### config.mk
export PLATFORM = sky130hd
export DESIGN_NAME = delimited_token_splitter
export DESIGN_NICKNAME = d
export VERILOG_FILES = /design/src/design/dts_pkg.sv /design/src/design/delimited_token_splitter.sv /design/src/design/dts_scan.sv /design/src/design/dts_rq.sv
export VERILOG_INCLUDE_DIRS = /design/src /design/src/design
export SDC_FILE = /design/constraint.sdc
export NUM_CORES = 1
export LEC_CHECK = 0
export BUFFER_PORTS_ARGS = -buffer_cell sky130_fd_sc_hd__buf_2
export CORE_UTILIZATION = 60
export CTS_CLUSTER_DIAMETER = 40
export DETAILED_ROUTE_END_ITERATION = 10
export PLACE_DENSITY = 0.8
export SLEW_MARGIN = 20
export SYNTH_ARGS = -nofsm -noshare
export SYNTH_HDL_FRONTEND = slang
export SYNTH_HIERARCHICAL = 1
export SYNTH_SLANG_ARGS = --single-unit
### constraint.sdc
create_clock -name clk -period 4.95 [get_ports clk]
set_clock_uncertainty 0.05 [all_clocks]
set_input_delay 0.495 -clock clk [delete_from_list [all_inputs] [get_ports clk]]
set_output_delay 0.495 -clock clk [all_outputs]
set_load 0.005 [all_outputs]
### src/design/delimited_token_splitter_defines.svh
// ----------------------------------------------------------------------------
// delimited_token_splitter_defines
// assertion macros shared by the token splitter modules
// ----------------------------------------------------------------------------
`ifndef DELIMITED_TOKEN_SPLITTER_DEFINES_SVH
`define DELIMITED_TOKEN_SPLITTER_DEFINES_SVH

`ifndef SYNTH

// checked only outside reset, clocked by clk
`define DTS_ASSERT(lbl, prop) \
  lbl: assert property (@(posedge clk) disable iff (!rst_n) prop) \
    else $error("assertion failed");

// checked on every edge, reset included
`define DTS_ASSERT_ALWAYS(lbl, prop) \
  lbl: assert property (@(posedge clk) prop) \
    else $error("assertion failed");

`else

`define DTS_ASSERT(lbl, prop)
`define DTS_ASSERT_ALWAYS(lbl, prop)

`endif

`endif

### src/design/dts_pkg.sv
// ----------------------------------------------------------------------------
// dts_pkg
// types, codes and helpers of the delimited token splitter
// ----------------------------------------------------------------------------
package dts_pkg;

  localparam int MAX_TOKEN_LEN = 256;
  localparam int LEN_W         = $clog2(MAX_TOKEN_LEN + 1);

  // result queue
  localparam int QDEPTH = 4;
  localparam int QPTR_W = $clog2(QDEPTH);
  localparam int QCNT_W = $clog2(QDEPTH + 1);

  // character codes
  localparam logic [7:0] CH_EOT    = 8'h00;
  localparam logic [7:0] CH_NL     = 8'h0A;
  localparam logic [7:0] CH_WS_MAX = 8'h20;
  localparam logic [7:0] CH_QUOTE  = 8'h22;
  localparam logic [7:0] CH_LPAREN = 8'h28;
  localparam logic [7:0] CH_RPAREN = 8'h29;
  localparam logic [7:0] CH_SLASH  = 8'h2F;
  localparam logic [7:0] CH_LBRACK = 8'h5B;
  localparam logic [7:0] CH_RBRACK = 8'h5D;

  // token kinds
  localparam logic [1:0] KIND_BARE    = 2'd0;
  localparam logic [1:0] KIND_QUOTED  = 2'd1;
  localparam logic [1:0] KIND_PAREN   = 2'd2;
  localparam logic [1:0] KIND_BRACKET = 2'd3;

  // status codes
  localparam logic [1:0] ST_NORMAL  = 2'd0;
  localparam logic [1:0] ST_TRUNC   = 2'd1;
  localparam logic [1:0] ST_UNTERM  = 2'd2;
  localparam logic [1:0] ST_EOT     = 2'd3;

  typedef struct packed {
    logic [7:0] token_byte;
    logic       char_valid;
    logic       token_end;
    logic [1:0] token_kind;
    logic [1:0] status;
  } res_t;

  function automatic res_t mk_char(input logic [7:0] b, input logic [1:0] kind);
    res_t r;
    r.token_byte = b;
    r.char_valid = 1'b1;
    r.token_end  = 1'b0;
    r.token_kind = kind;
    r.status     = ST_NORMAL;
    return r;
  endfunction

  function automatic res_t mk_end(input logic [1:0] kind, input logic [1:0] st);
    res_t r;
    r.token_byte = CH_EOT;
    r.char_valid = 1'b0;
    r.token_end  = 1'b1;
    r.token_kind = kind;
    r.status     = st;
    return r;
  endfunction

  function automatic res_t mk_eot();
    res_t r;
    r.token_byte = CH_EOT;
    r.char_valid = 1'b0;
    r.token_end  = 1'b0;
    r.token_kind = KIND_BARE;
    r.status     = ST_EOT;
    return r;
  endfunction

endpackage

### src/design/delimited_token_splitter.sv
// results: the results of an accepted byte are registered in the result queue
// throughput: one text byte per cycle while the result queue has room; the
//   result port moves one beat a cycle while out_tready is high, so bytes
//   yielding two results (e.g. token end, end of text) fill the 4-entry queue
// reset: synchronous, active low; the scanner returns to idle and the queue
//   empties at once
// ----------------------------------------------------------------------------
// delimited_token_splitter
// streaming text tokenizer: splits bytes into bare and delimited tokens
// ----------------------------------------------------------------------------
module delimited_token_splitter
  import dts_pkg::*;
(
  input  logic       clk,
  input  logic       rst_n,
  input  logic       in_tvalid,
  output logic       in_tready,
  input  logic [7:0] in_tdata,   // [7:0] text_byte
  output logic       out_tvalid,
  input  logic       out_tready,
  output logic [7:0] out_tdata,  // [7:0] token_byte
  output logic [4:0] out_tuser,  // [0] char_valid, [2:1] token_kind, [4:3] status
  output logic       out_tlast   // token_end
);

  logic       step;
  logic       room;
  res_t       res0;
  res_t       res1;
  logic [1:0] res_n;
  logic [1:0] push_n;
  res_t       head;

  assign in_tready = room;
  assign step      = in_tvalid && room;
  assign push_n    = step ? res_n : 2'd0;

  dts_scan u_scan (
    .clk       (clk),
    .rst_n     (rst_n),
    .step      (step),
    .text_byte (in_tdata),
    .res0      (res0),
    .res1      (res1),
    .res_n     (res_n)
  );

  dts_rq u_rq (
    .clk        (clk),
    .rst_n      (rst_n),
    .push_n     (push_n),
    .push0      (res0),
    .push1      (res1),
    .room       (room),
    .head_valid (out_tvalid),
    .head       (head),
    .pop        (out_tready)
  );

  assign out_tdata = head.token_byte;
  assign out_tuser = {head.status, head.token_kind, head.char_valid};
  assign out_tlast = head.token_end;

endmodule

### src/design/dts_scan.sv
// ----------------------------------------------------------------------------
// dts_scan
// scanner state and the per-byte step: up to two results per text byte
// ----------------------------------------------------------------------------
`include "delimited_token_splitter_defines.svh"

module dts_scan
  import dts_pkg::*;
(
  input  logic        clk,
  input  logic        rst_n,
  input  logic        step,
  input  logic [7:0]  text_byte,
  output res_t        res0,
  output res_t        res1,
  output logic [1:0]  res_n
);

  localparam logic [2:0] M_IDLE    = 3'd0;
  localparam logic [2:0] M_SLASH   = 3'd1;
  localparam logic [2:0] M_COMMENT = 3'd2;
  localparam logic [2:0] M_QUOTED  = 3'd3;
  localparam logic [2:0] M_PAREN   = 3'd4;
  localparam logic [2:0] M_BRACKET = 3'd5;
  localparam logic [2:0] M_BARE    = 3'd6;

  logic [2:0]       mode_r, mode_nxt;
  logic [LEN_W-1:0] len_r, len_nxt;
  logic             ovf_r, ovf_nxt;

  logic [2:0] op_mode;
  logic       is_op;
  logic       is_ws;
  logic       room;
  logic [1:0] st_close;
  logic [1:0] cur_kind;
  logic [7:0] closer;

  always_comb begin
    case (text_byte)
      CH_QUOTE:  op_mode = M_QUOTED;
      CH_LPAREN: op_mode = M_PAREN;
      CH_LBRACK: op_mode = M_BRACKET;
      default:   op_mode = M_IDLE;
    endcase
    case (mode_r)
      M_QUOTED: begin
        cur_kind = KIND_QUOTED;
        closer   = CH_QUOTE;
      end
      M_PAREN: begin
        cur_kind = KIND_PAREN;
        closer   = CH_RPAREN;
      end
      M_BRACKET: begin
        cur_kind = KIND_BRACKET;
        closer   = CH_RBRACK;
      end
      default: begin
        cur_kind = KIND_BARE;
        closer   = CH_EOT;
      end
    endcase
  end

  assign is_op    = (op_mode != M_IDLE);
  assign is_ws    = (text_byte != CH_EOT) && (text_byte <= CH_WS_MAX);
  assign room     = (len_r < LEN_W'(MAX_TOKEN_LEN));
  assign st_close = ovf_r ? ST_TRUNC : ST_NORMAL;

  always_comb begin
    mode_nxt = mode_r;
    len_nxt  = len_r;
    ovf_nxt  = ovf_r;
    res0     = '0;
    res1     = '0;
    res_n    = 2'd0;
    case (mode_r)
      M_SLASH: begin
        len_nxt = '0;
        ovf_nxt = 1'b0;
        if (text_byte == CH_SLASH) begin
          mode_nxt = M_COMMENT;
        end else if (text_byte == CH_EOT) begin
          res0     = mk_char(CH_SLASH, KIND_BARE);
          res0.token_end = 1'b1;
          res1     = mk_eot();
          res_n    = 2'd2;
          mode_nxt = M_IDLE;
        end else if (is_ws || is_op) begin
          res0     = mk_char(CH_SLASH, KIND_BARE);
          res0.token_end = 1'b1;
          res_n    = 2'd1;
          mode_nxt = op_mode;
        end else begin
          // the slash opens a bare token together with this byte
          res0     = mk_char(CH_SLASH, KIND_BARE);
          res1     = mk_char(text_byte, KIND_BARE);
          res_n    = 2'd2;
          mode_nxt = M_BARE;
          len_nxt  = LEN_W'(2);
        end
      end
      M_COMMENT: begin
        if (text_byte == CH_NL) begin
          mode_nxt = M_IDLE;
        end else if (text_byte == CH_EOT) begin
          res0     = mk_eot();
          res_n    = 2'd1;
          mode_nxt = M_IDLE;
        end
      end
      M_QUOTED, M_PAREN, M_BRACKET: begin
        if (text_byte == closer) begin
          res0     = mk_end(cur_kind, st_close);
          res_n    = 2'd1;
          mode_nxt = M_IDLE;
          len_nxt  = '0;
          ovf_nxt  = 1'b0;
        end else if (text_byte == CH_EOT) begin
          res0     = mk_end(cur_kind, ST_UNTERM);
          res1     = mk_eot();
          res_n    = 2'd2;
          mode_nxt = M_IDLE;
          len_nxt  = '0;
          ovf_nxt  = 1'b0;
        end else if (room) begin
          res0    = mk_char(text_byte, cur_kind);
          res_n   = 2'd1;
          len_nxt = len_r + LEN_W'(1);
        end else begin
          ovf_nxt = 1'b1;
        end
      end
      M_BARE: begin
        if (text_byte == CH_EOT) begin
          res0     = mk_end(KIND_BARE, st_close);
          res1     = mk_eot();
          res_n    = 2'd2;
          mode_nxt = M_IDLE;
          len_nxt  = '0;
          ovf_nxt  = 1'b0;
        end else if (is_ws || is_op) begin
          res0     = mk_end(KIND_BARE, st_close);
          res_n    = 2'd1;
          mode_nxt = op_mode;
          len_nxt  = '0;
          ovf_nxt  = 1'b0;
        end else if (room) begin
          res0    = mk_char(text_byte, KIND_BARE);
          res_n   = 2'd1;
          len_nxt = len_r + LEN_W'(1);
        end else begin
          ovf_nxt = 1'b1;
        end
      end
      default: begin
        // idle, and the unused mode code
        len_nxt = '0;
        ovf_nxt = 1'b0;
        if (text_byte == CH_EOT) begin
          res0     = mk_eot();
          res_n    = 2'd1;
          mode_nxt = M_IDLE;
        end else if (is_ws) begin
          mode_nxt = M_IDLE;
        end else if (text_byte == CH_SLASH) begin
          mode_nxt = M_SLASH;
        end else if (is_op) begin
          mode_nxt = op_mode;
        end else begin
          res0     = mk_char(text_byte, KIND_BARE);
          res_n    = 2'd1;
          mode_nxt = M_BARE;
          len_nxt  = LEN_W'(1);
        end
      end
    endcase
  end

  always_ff @(posedge clk) begin
    if (!rst_n) begin
      mode_r <= M_IDLE;
      len_r  <= '0;
      ovf_r  <= 1'b0;
    end else if (step) begin
      mode_r <= mode_nxt;
      len_r  <= len_nxt;
      ovf_r  <= ovf_nxt;
    end
  end

  `DTS_ASSERT(a_len_bound, len_r <= LEN_W'(MAX_TOKEN_LEN))
  `DTS_ASSERT(a_ovf_full, ovf_r |-> len_r == LEN_W'(MAX_TOKEN_LEN))
  `DTS_ASSERT(a_no_token_clear,
    (mode_r == M_IDLE || mode_r == M_SLASH || mode_r == M_COMMENT) |->
    (len_r == '0 && !ovf_r))

endmodule

### src/design/dts_rq.sv
// ----------------------------------------------------------------------------
// dts_rq
// small result queue: takes up to two results per cycle, hands out one beat
// ----------------------------------------------------------------------------
`include "delimited_token_splitter_defines.svh"

module dts_rq
  import dts_pkg::*;
(
  input  logic       clk,
  input  logic       rst_n,
  input  logic [1:0] push_n,
  input  res_t       push0,
  input  res_t       push1,
  output logic       room,
  output logic       head_valid,
  output res_t       head,
  input  logic       pop
);

  res_t              q_r [QDEPTH];
  logic [QPTR_W-1:0] wr_r;
  logic [QPTR_W-1:0] rd_r;
  logic [QCNT_W-1:0] cnt_r;
  logic [QPTR_W-1:0] wr1;
  logic              do_pop;

  // two free entries are needed for the worst-case byte
  assign room       = (cnt_r <= QCNT_W'(QDEPTH - 2));
  assign head_valid = (cnt_r != '0);
  assign head       = q_r[rd_r];
  assign do_pop     = pop && head_valid;
  assign wr1        = wr_r + QPTR_W'(1);

  always_ff @(posedge clk) begin
    if (push_n != 2'd0) q_r[wr_r] <= push0;
    if (push_n == 2'd2) q_r[wr1]  <= push1;
  end

  always_ff @(posedge clk) begin
    if (!rst_n) begin
      wr_r  <= '0;
      rd_r  <= '0;
      cnt_r <= '0;
    end else begin
      wr_r  <= wr_r + QPTR_W'(push_n);
      rd_r  <= rd_r + QPTR_W'(do_pop);
      cnt_r <= cnt_r + QCNT_W'(push_n) - QCNT_W'(do_pop);
    end
  end

  `DTS_ASSERT(a_cnt_bound, cnt_r <= QCNT_W'(QDEPTH))
  `DTS_ASSERT(a_push_room, (push_n != 2'd0) |-> room)
  `DTS_ASSERT_ALWAYS(a_reset_empty, !rst_n |=> cnt_r == '0)

endmodule

==> out/results.ini, run 1 <==
[floorplan]
die-height_um=91.7
rows=32
start_util_pct=62.2
io_pins=28
fp.coreArea_mm2=0.00777
die_area_mm2=0.00841
dieWidth_um=91.7

[synthesis]
ys_types=68
synth_top_area_cell=edfxtp_1
synth_xor_area_share_pct=1.66
synth_top_area_share_pct=34.8
netlist_area_mm2=0.00483
ys_top_cells_by_area=edfxtp_1, mux2_2, dfxtp_1
synth_fa_ha_area_share_pct=1.45
synth_seq_area_share_pct=43.1
synth_mux_area_share_pct=20.9
syn_avg_cell_area_um2=11.4
synth_flop_cell=edfxtp_1
synth_common_cells=edfxtp_1, mux2_2, nor2_1, o21ai_0, a21oi_1
synth.most_common_cell=edfxtp_1
ys_async_sr_fraction_pct=0
synthSimpleGateAreaFrac_pct=17.5
synth_top_family_by_area=multiplexers
syn_inst=423
synth_seq_cells=76
synth_edf_count=56
ys.warnings.count=6
synth_compound_area_share_pct=10.1

[power_and_ir_drop]
vdd.ir_drop.worst_uv=182
p_leak_nw=1.89
power.density_mw_per_mm2=397
p_total_mw=2.05

[worst_setup_path]
critPathArrivalTime_ps=3930
cp.required_ps=4980
cp_slowest_cell=a211oi_1
cp-end-kind=flop
worstReg2RegStart=u_scan/mode_r[2]$_SDFFE_PN0P_
rr_worst_depth=9
crit_end=u_rq/q_r[0][11]$_DFFE_PP_
path_cells=buf_4, nand2b_1, o32a_1, a211oi_1, a22oi_1, o221ai_1, and3_1, nand4b_2, mux2_2
rrSetupSlack_ps=1050
cp_max_fo=14
crit_start=u_scan/mode_r[2]$_SDFFE_PN0P_
r2r_end=u_rq/q_r[0][11]$_DFFE_PP_
max_stage_delay_ps=530
start_kind=flop
criticalPathCategory=reg -> reg

[clock_network]
cts_tree=built
ctsResizeCount=0
cts.sinks=76
clkLatencyLatePin_ps=340
cts_buffers=9
htree_levels=3
clockRootBuffer=clkbuf_8
clock_path_buffers=2
path_clk_slew_ps=90
hold_buffers=0
cts_setup_buffers=0

[timing]
rsz0062_at_grt=no
maxSlewViolCount=0
setup_violations=0
finalHoldViolations=0
finalCritPeriodShare_pct=78.8
max_freq_mhz=257
final.setup.tns_ps=0
slew_headroom_pct=49.1
layout_min_cycle_time_ps=3900
worst_slew_pin_slew_ps=763

[drt]
ant_nets=0
dr.pass1.iters=5
via_per_inst=6.43
via_count=3491
drtIter0Drc=309
wl_per_cell_um=19.6
drc=0
routed_wl_mm=10.7

[global_routing]
grt-ovfl-total=0
grt_pass1_wl_mm=17.2
grt_max_degree=23
antenna_found_initial=0
grt_pass1_vias=3459
grtUsageTotal_pct=26.4

[layout]
fill_cells=596
layout-drive-gt1-share_pct=30.4
nets=453
antenna_cells=0
area_growth_pct=6.94
finish.utilization_pct=66.5

[run_status]
outcome=complete, no violations

[place]
portBuffers=27
place_congestion=0.965
hpwl_mm=7.31

[min_path]
hold_path.class=in -> reg
holdCritStartpoint=out_tready

[job]
cap_violations=0

## through the flow
stage | instance area, um2 | instances | hold slack, ps | worst slack [ps]
after floorplan | 4840 | 425 | 441 | 971
after detailed placement | 4950 | 527 | 465 | 975
after global placement | 4950 | 527 | 458 | 1090
after global routing | 5160 | 543 | 490 | 870
final | 5160 | 543 | 473 | 1050
after CTS | 5160 | 543 | 467 | 1140
## where the power goes
part | leakage [nW] | internal (mW) | switching (mW)
logic | 1.10 | 0.336 | 0.313
clock network | 0.111 | 0.285 | 0.235
registers | 0.678 | 0.792 | 0.0911
## state kept, by name (all words and copies together), names as in the netlist
| name | cells |
|---|---|
| u_rq/cnt_r | 3 |
| u_rq/q_r | 56 |
| u_rq/rd_r | 2 |
| u_rq/wr_r | 2 |
| u_scan/len_r | 9 |
| u_scan/mode_r | 3 |
| u_scan/ovf_r | 1 |
## how the worst min path moves through the flow
stage	cells past startpoint	slack, ps	to
6_report	3	470	u_rq/rd_r[1]$_SDFF_PN0_
4_1_cts	3	470	u_rq/rd_r[1]$_SDFF_PN0_
2_1_floorplan	2	440	u_scan/ovf_r$_SDFFE_PN0P_
3_5_place_dp	2	460	u_scan/ovf_r$_SDFFE_PN0P_
3_3_place_gp	2	460	u_scan/ovf_r$_SDFFE_PN0P_
5_1_grt	3	490	u_rq/rd_r[0]$_SDFF_PN0_
## layout make-up
| class | instances | area (um2) | share of cell area [%] |
|---|---|---|---|
| multi-input combinational | 305 | 2510 | 48.7 |
| tap | 102 | 128 | 2.47 |
| sequential | 76 | 2080 | 40.3 |
| clock buffer | 10 | 128 | 2.47 |
| clock inverter | 6 | 87.6 | 1.70 |
| timing repair buffer | 34 | 188 | 3.63 |
| inverter | 10 | 37.5 | 0.727 |
## kinds of logic (layout without fill, tap and decap cells)
group,after synthesis,count (layout)
AND/OR/NAND/NOR,141,141
AO/OA/AOI/OAI,74,74
flip-flops,76,76
other,1,3
buffers and inverters,44,60
adder cells (fa/ha/maj),5,5
XOR/XNOR,6,6
multiplexers,76,76
## worst max-delay path, delay by kind of cell, from the launching register on
family | cells | cell delay, ps
compound gates | 4 | 1290
simple gates | 3 | 1160
flops | 1 | 490
mux | 1 | 420
buf+inv | 1 | 220
## placed cells by master (no fill, tap or decap), types with 3 or more instances in the layout
| cell type | synthesis | layout |
|---|---|---|
| nand4_1 | 3 | 3 |
| inv_1 | 10 | 10 |
| ha_1 | 4 | 4 |
| mux4_2 | 14 | 14 |
| a31oi_1 | 3 | 3 |
| o21ai_0 | 23 | 23 |
| nand3_1 | 10 | 10 |
| nand2b_1 | 6 | 6 |
| clkbuf_8 | 0 | 9 |
| nor2b_1 | 9 | 9 |
| and2_1 | 8 | 8 |
| buf_4 | 7 | 7 |
| nand3b_1 | 4 | 4 |
| buf_2 | 12 | 27 |
| mux2_2 | 55 | 55 |
| conb_1 | 1 | 3 |
| mux2i_1 | 5 | 5 |
| nor3_1 | 12 | 12 |
| nor4b_1 | 8 | 8 |
| edfxtp_1 | 56 | 56 |
| a21oi_1 | 22 | 22 |
| nand2_1 | 16 | 16 |
| dfxtp_1 | 20 | 19 |
| or3_1 | 3 | 3 |
| nor2_1 | 27 | 27 |
| and3_1 | 14 | 14 |
## per-layer routing
layer,track usage (%),share of wire [%],vias to the layer above
met5,0,0,-
met4,9.51,2.8,0
met3,4.81,6.8,30
met2,46.0,49,153
met1,32.9,41,1666
li1,-,-,1642
No activity file was read; power rests on OpenSTA's default activity.
==> run 2: changes to the inputs <==
Settings changed: ABC_AREA from default to 1, CORE_UTILIZATION 60 to 56, PLACE_DENSITY 0.8 to 0.78.
Clock period 4.95 ns to 3.47 ns, I/O delays scaled along.
==> run 2 against run 1 <==
Compared with the run above:
- critical path type unchanged
- critical path depth rose by 3
- via count grew 24%
- combinational power increased by 77%
- total power grew 48%
==> out/results.ini, run 2 <==
[run_status]
outcome=complete, no violations

[timing]
worst_slew_pin_slew_ps=857
finalCritPeriodShare_pct=88.7
layout_min_cycle_time_ps=3080
slew_headroom_pct=42.8
finalHoldViolations=0
hold_ws_ps=285
rsz0062_at_grt=no
maxSlewViolCount=0
setup_violations=0
max_freq_mhz=325

[place]
portBuffers=27
place_congestion=0.962
hpwl_mm=8.28

[floorplan]
io_pins=28
rows=33
fp.coreArea_mm2=0.00826
start_util_pct=58.0
die-height_um=94.5
die_area_mm2=0.00893
dieWidth_um=94.5

[global_routing]
grt_pass1_wl_mm=18.9
use_met2_pct=47.9
grt_use_met3_pct=4.59
grt_pass1_vias=4027
grt_max_degree=31
antenna_found_initial=0
met1_usage_pct=34.9
grt-ovfl-total=0
busiest_layer=met2
grtUsageTotal_pct=27.5

[synthesis]
synth_flop_cell=edfxtp_1
syn_inst=623
ys_types=37
synth_seq_area_share_pct=43.5
ys_async_sr_fraction_pct=0
netlist_area_mm2=0.00479
synth_top_area_share_pct=35.1
synth_common_cells=nand2_1, nor2_1, inv_1, o21ai_0, edfxtp_1
synth_edf_count=56
syn_avg_cell_area_um2=7.69
ys_top_cells_by_area=edfxtp_1, nand2_1, dfxtp_1
synth.most_common_cell=nand2_1
synth_seq_cells=76
synth_top_area_cell=edfxtp_1
ys.warnings.count=6

[layout]
area_growth_pct=7.89
top_regs=u_rq/q_r x56, u_scan/len_r x9
largest_reg_flops=56
largest_register=u_rq/q_r
finish.utilization_pct=62.6
layout-drive-gt1-share_pct=15.6
most-common-layout-cells=nand2_1, nor2_1, inv_1
final_common_cell=nand2_1
nets=664
antenna_cells=0

[clock_network]
clkLatencyLatePin_ps=340
clockRootBuffer=clkbuf_8
cts.sinks=76
path_clk_slew_ps=80
cts_setup_buffers=0
cts_buffers=9
hold_buffers=0
ctsResizeCount=0
clock_path_buffers=2
htree_levels=3
cts_tree=built

[worst_setup_path]
critPathArrivalTime_ps=3120
cp.required_ps=3510
path_buf_inv=4
max_stage_delay_ps=460
cp_max_fo=16
cp-end-kind=flop
path_cells=nand3_1, inv_1, nand2_1, o21ai_0, inv_1, nor2_1, inv_2, nor2_8, nand3_2, buf_4, nand2_1, o21ai_1
start_kind=flop
criticalPathCategory=reg -> reg
cp_slowest_cell=dfxtp_1
cp_top_family=simple AND/OR/NAND/NOR gates

[drt]
drtIter0Drc=287
drc=0
dr.pass1.iters=5
via_count=4344
ant_nets=0
wl_per_cell_um=15.1
via_per_inst=5.74
routed_wl_mm=11.5

[job]
cap_violations=0

[power_and_ir_drop]
p_leak_nw=2.13
vdd.ir_drop.worst_uv=244
power.density_mw_per_mm2=588

[min_path]
hold_path.class=in -> reg

## run 2: changes by cell type after synthesis, sizes merged, moves of 15 or more
cell | previous run | this run
nor2 | 29 | 78
o21ai | 23 | 97
nand2 | 16 | 158
mux2 | 57 | 0
nand3 | 10 | 32
nand4 | 3 | 18
inv | 10 | 71
## run 2: power breakdown
group	total, mW	switching [mW]	leakage (nW)	internal, mW
clock	0.651	0.323	0.0926	0.328
combinational	1.15	0.740	1.36	0.406
sequential	1.24	0.0789	0.678	1.17
total	3.04	1.14	2.13	1.90
## run 2: layer usage
| metal | wire, um | up-vias |
|---|---|---|
| met2 | 5770 | 174 |
| li1 | - | 2131 |
| met1 | 4760 | 2031 |
| met5 | 0 | - |
| met3 | 823 | 8 |
| met4 | 98 | 0 |
## run 2: final cells by class
type                            count  area [um2]
Inverter                           72         270
Fill cell                         726        3090
Clock buffer                        9         124
Timing Repair Buffer               40         245
Sequential cell                    76        2080
Tap cell                          105         131
Multi-Input combinational cell    448        2250
Clock inverter                      7        67.6
## run 2: per-stage QoR
stage / total power, mW / area [um2] / setup slack, ps / cells / TNS [ps]
after floorplan: 2.03 / 4800 / -23.5 / 625 / -1320
after global placement: 2.36 / 4980 / 454 / 741 / 0
after detailed placement: 2.40 / 4980 / 358 / 741 / 0
after CTS: 3.06 / 5170 / 447 / 757 / 0
after global routing: 3.25 / 5170 / 180 / 757 / 0
final: 3.04 / 5170 / 392 / 757 / 0
## run 2: cell families after synthesis
kind of cell    after synthesis  share of synthesized area, %
buf+inv                     101                          10.2
other cells                   1                        0.0783
compound gates              139                          16.9
simple gates                292                          26.3
fa+ha+maj                     5                          1.46
flops                        76                          43.5
xor+xnor                      9                          1.65
## run 2: path summary, 6_finish.rpt
path              depth (start not counted)                           from  slack [ps]                      endpoint
setup reg to reg                         12  u_scan/mode_r[0]$_SDFFE_PN0P_         390      u_rq/q_r[3][8]$_DFFE_PP_
setup / recovery                         12  u_scan/mode_r[0]$_SDFFE_PN0P_         390      u_rq/q_r[3][8]$_DFFE_PP_
hold / removal                            4                     out_tready         290       u_rq/rd_r[0]$_SDFF_PN0_
hold reg to reg                           2   u_scan/len_r[7]$_SDFFE_PN0P_         450  u_scan/len_r[7]$_SDFFE_PN0P_
## run 2: worst reg2reg max path, stage by stage (launching register included)
cell and delay (ps):
dfxtp_1 460, nand3_1 210, inv_1 190, nand2_1 220
o21ai_0 320, inv_1 70, nor2_1 270, inv_2 120
nor2_8 130, nand3_2 300, buf_4 320, nand2_1 80
o21ai_1 80
==> run 3: changes to the inputs <==
Settings changed: CORE_ASPECT_RATIO from default to 0.5.
==> run 3 against run 2 <==
Compared with the run above:
- hold slack improved by 0.76 ps
- final cell count up 0.79%
- total power increased by 9.3%
- clock power increased by 44%
- routed wire length rose by 3.0%
- first-iteration DRC count rose by 39%
- clock-buffer cell count stayed put
- largest cell class unchanged
- highest routed layer unchanged
==> out/results.ini, run 3 (synthesis gave the netlist of run 2 again) <==
[run_status]
outcome=complete, no violations

[clock_network]
clockRootBuffer=clkbuf_16
cts.sinks=76
hold_buffers=0
path_clk_slew_ps=60
cts_buffers=9
cts_tree=built
clkLatencyLatePin_ps=330
ctsResizeCount=0
clock_path_buffers=2
htree_levels=3
cts_setup_buffers=0

[place]
portBuffers=27
place_congestion=0.985
hpwl_mm=8.05
place_ws_ps=430

[layout]
nets=663
largest_reg_flops=56
area_growth_pct=9.95
most-common-layout-cells=nand2_1, nor2_1, inv_1
largest_register=u_rq/q_r
top_regs=u_rq/q_r x56, u_scan/len_r x9
layout-drive-gt1-share_pct=15.5
final_common_cell=nand2_1
antenna_cells=0

[drt]
routed.top_layer=met4
wl_met3_um=907
routed-wl-met2_mm=5.41
routed_wl_mm=11.8
wl_per_cell_um=15.5
wl_met1_mm=5.41
via_count=4285
ant_nets=0
via_per_inst=5.62
dr.pass1.iters=5
drc=0
drtIter0Drc=400

[power_and_ir_drop]
netSwitchingPower_mw=1.19
internal-power_mw=2.13
netSwitchingFraction_pct=35.9
power_frac_seq_pct=37.4
p_total_mw=3.32
pwr-share-clk_pct=28.2
power.density_mw_per_mm2=631
vdd.ir_drop.worst_uv=327
comb_power_share_pct=34.4
p_leak_nw=2.17

[worst_setup_path]
critPathArrivalTime_ps=3130
crit_end=u_rq/cnt_r[2]$_SDFF_PN0_
r2r_end=u_rq/cnt_r[2]$_SDFF_PN0_
worstReg2RegStart=u_scan/mode_r[0]$_SDFFE_PN0P_
cp-end-kind=flop
max_stage_delay_ps=450
cp_max_fo=9
criticalPathCategory=reg -> reg
path_cells=nand3_1, inv_1, nand2_1, o21ai_0, inv_1, nor2_1, inv_2, ha_1, fa_1, inv_1, nand2_1, a21oi_1
path_common_cell=inv_1
crit_start=u_scan/mode_r[0]$_SDFFE_PN0P_
cp.required_ps=3680
rrSetupSlack_ps=550
start_kind=flop
rr_worst_depth=12
cp_slowest_cell=dfxtp_1

[timing]
layout_min_cycle_time_ps=2920
max_freq_mhz=343
finalHoldViolations=0
rsz0062_at_grt=no
worst_slew_pin_slew_ps=883
maxSlewViolCount=0
setup_violations=0
finalWorstSetupSlack_ps=552
finalCritPeriodShare_pct=84.1
slew_headroom_pct=41.1
final.setup.tns_ps=0

[global_routing]
grtUsageTotal_pct=28.2
grt-ovfl-total=0
antenna_found_initial=0
grt_pass1_wl_mm=19.1
grt_pass1_vias=3879
grt_max_degree=32

[floorplan]
dieWidth_um=133
io_pins=28
rows=23
die_area_mm2=0.00895
start_util_pct=58.8
die-height_um=67.4
fp.coreArea_mm2=0.00814

[min_path]
hold_path.class=in -> reg

[job]
cap_violations=0

## run 3: cell count changes in the layout (fill, tap and decap cells not counted), sizes merged
cell      delta
buf          -1
inv          +1
clkinvlp     -1
## run 3: metrics by stage
stage / instances / hold slack (ps) / area (um2) / util (%)
after global routing: 763 / 298 / 5270 / 64.7
after detailed placement: 747 / 434 / 4960 / 61.0
final: 763 / 286 / 5270 / 64.7
after floorplan: 625 / 390 / 4800 / -
after CTS: 763 / 276 / 5270 / 64.7
after global placement: 747 / 420 / 4960 / 61.0
## run 3: power groups by stage
stage | Sequential, mW | Combinational [mW] | Clock, mW
after floorplan | 1.24 | 0.789 | 0
after global placement | 1.26 | 1.09 | 0
after detailed placement | 1.26 | 1.13 | 0
after CTS | 1.24 | 1.14 | 0.944
after global routing | 1.26 | 1.29 | 0.982
final | 1.24 | 1.15 | 0.936
## run 3: worst max-delay path, delay by kind of cell (launching register included)
kind	cells	cell delay, ps
fa+ha+maj	2	780
compound gates	2	370
buf+inv	4	450
simple gates	4	750
flops	1	450
## run 3: worst min path at each step
stage                                 startpoint                      endpoint  depth (start not counted)
floorplan                                  rst_n      u_rq/cnt_r[0]$_SDFF_PN0_                          2
global placement    u_scan/len_r[7]$_SDFFE_PN0P_  u_scan/len_r[7]$_SDFFE_PN0P_                          2
detailed placement  u_scan/len_r[7]$_SDFFE_PN0P_  u_scan/len_r[7]$_SDFFE_PN0P_                          2
CTS                                   out_tready       u_rq/rd_r[1]$_SDFF_PN0_                          4
global route                               rst_n       u_rq/wr_r[0]$_SDFF_PN0_                          3
finish                                out_tready       u_rq/rd_r[1]$_SDFF_PN0_                          4
## run 3: layer usage
layer  up-vias  GRT usage (%)
met1      1977           37.4
met4         0           8.05
li1       2131              -
met2       168           46.6
met5         -              0
met3         9           6.83
## run 3: final cells by class
cell class	instances	area [um2]
Fill cell	719	2880
Sequential cell	76	2080
Tap cell	112	140
Inverter	72	270
Timing Repair Buffer	39	225
Multi-Input combinational cell	448	2250
Clock inverter	7	76.3
Clock buffer	9	225
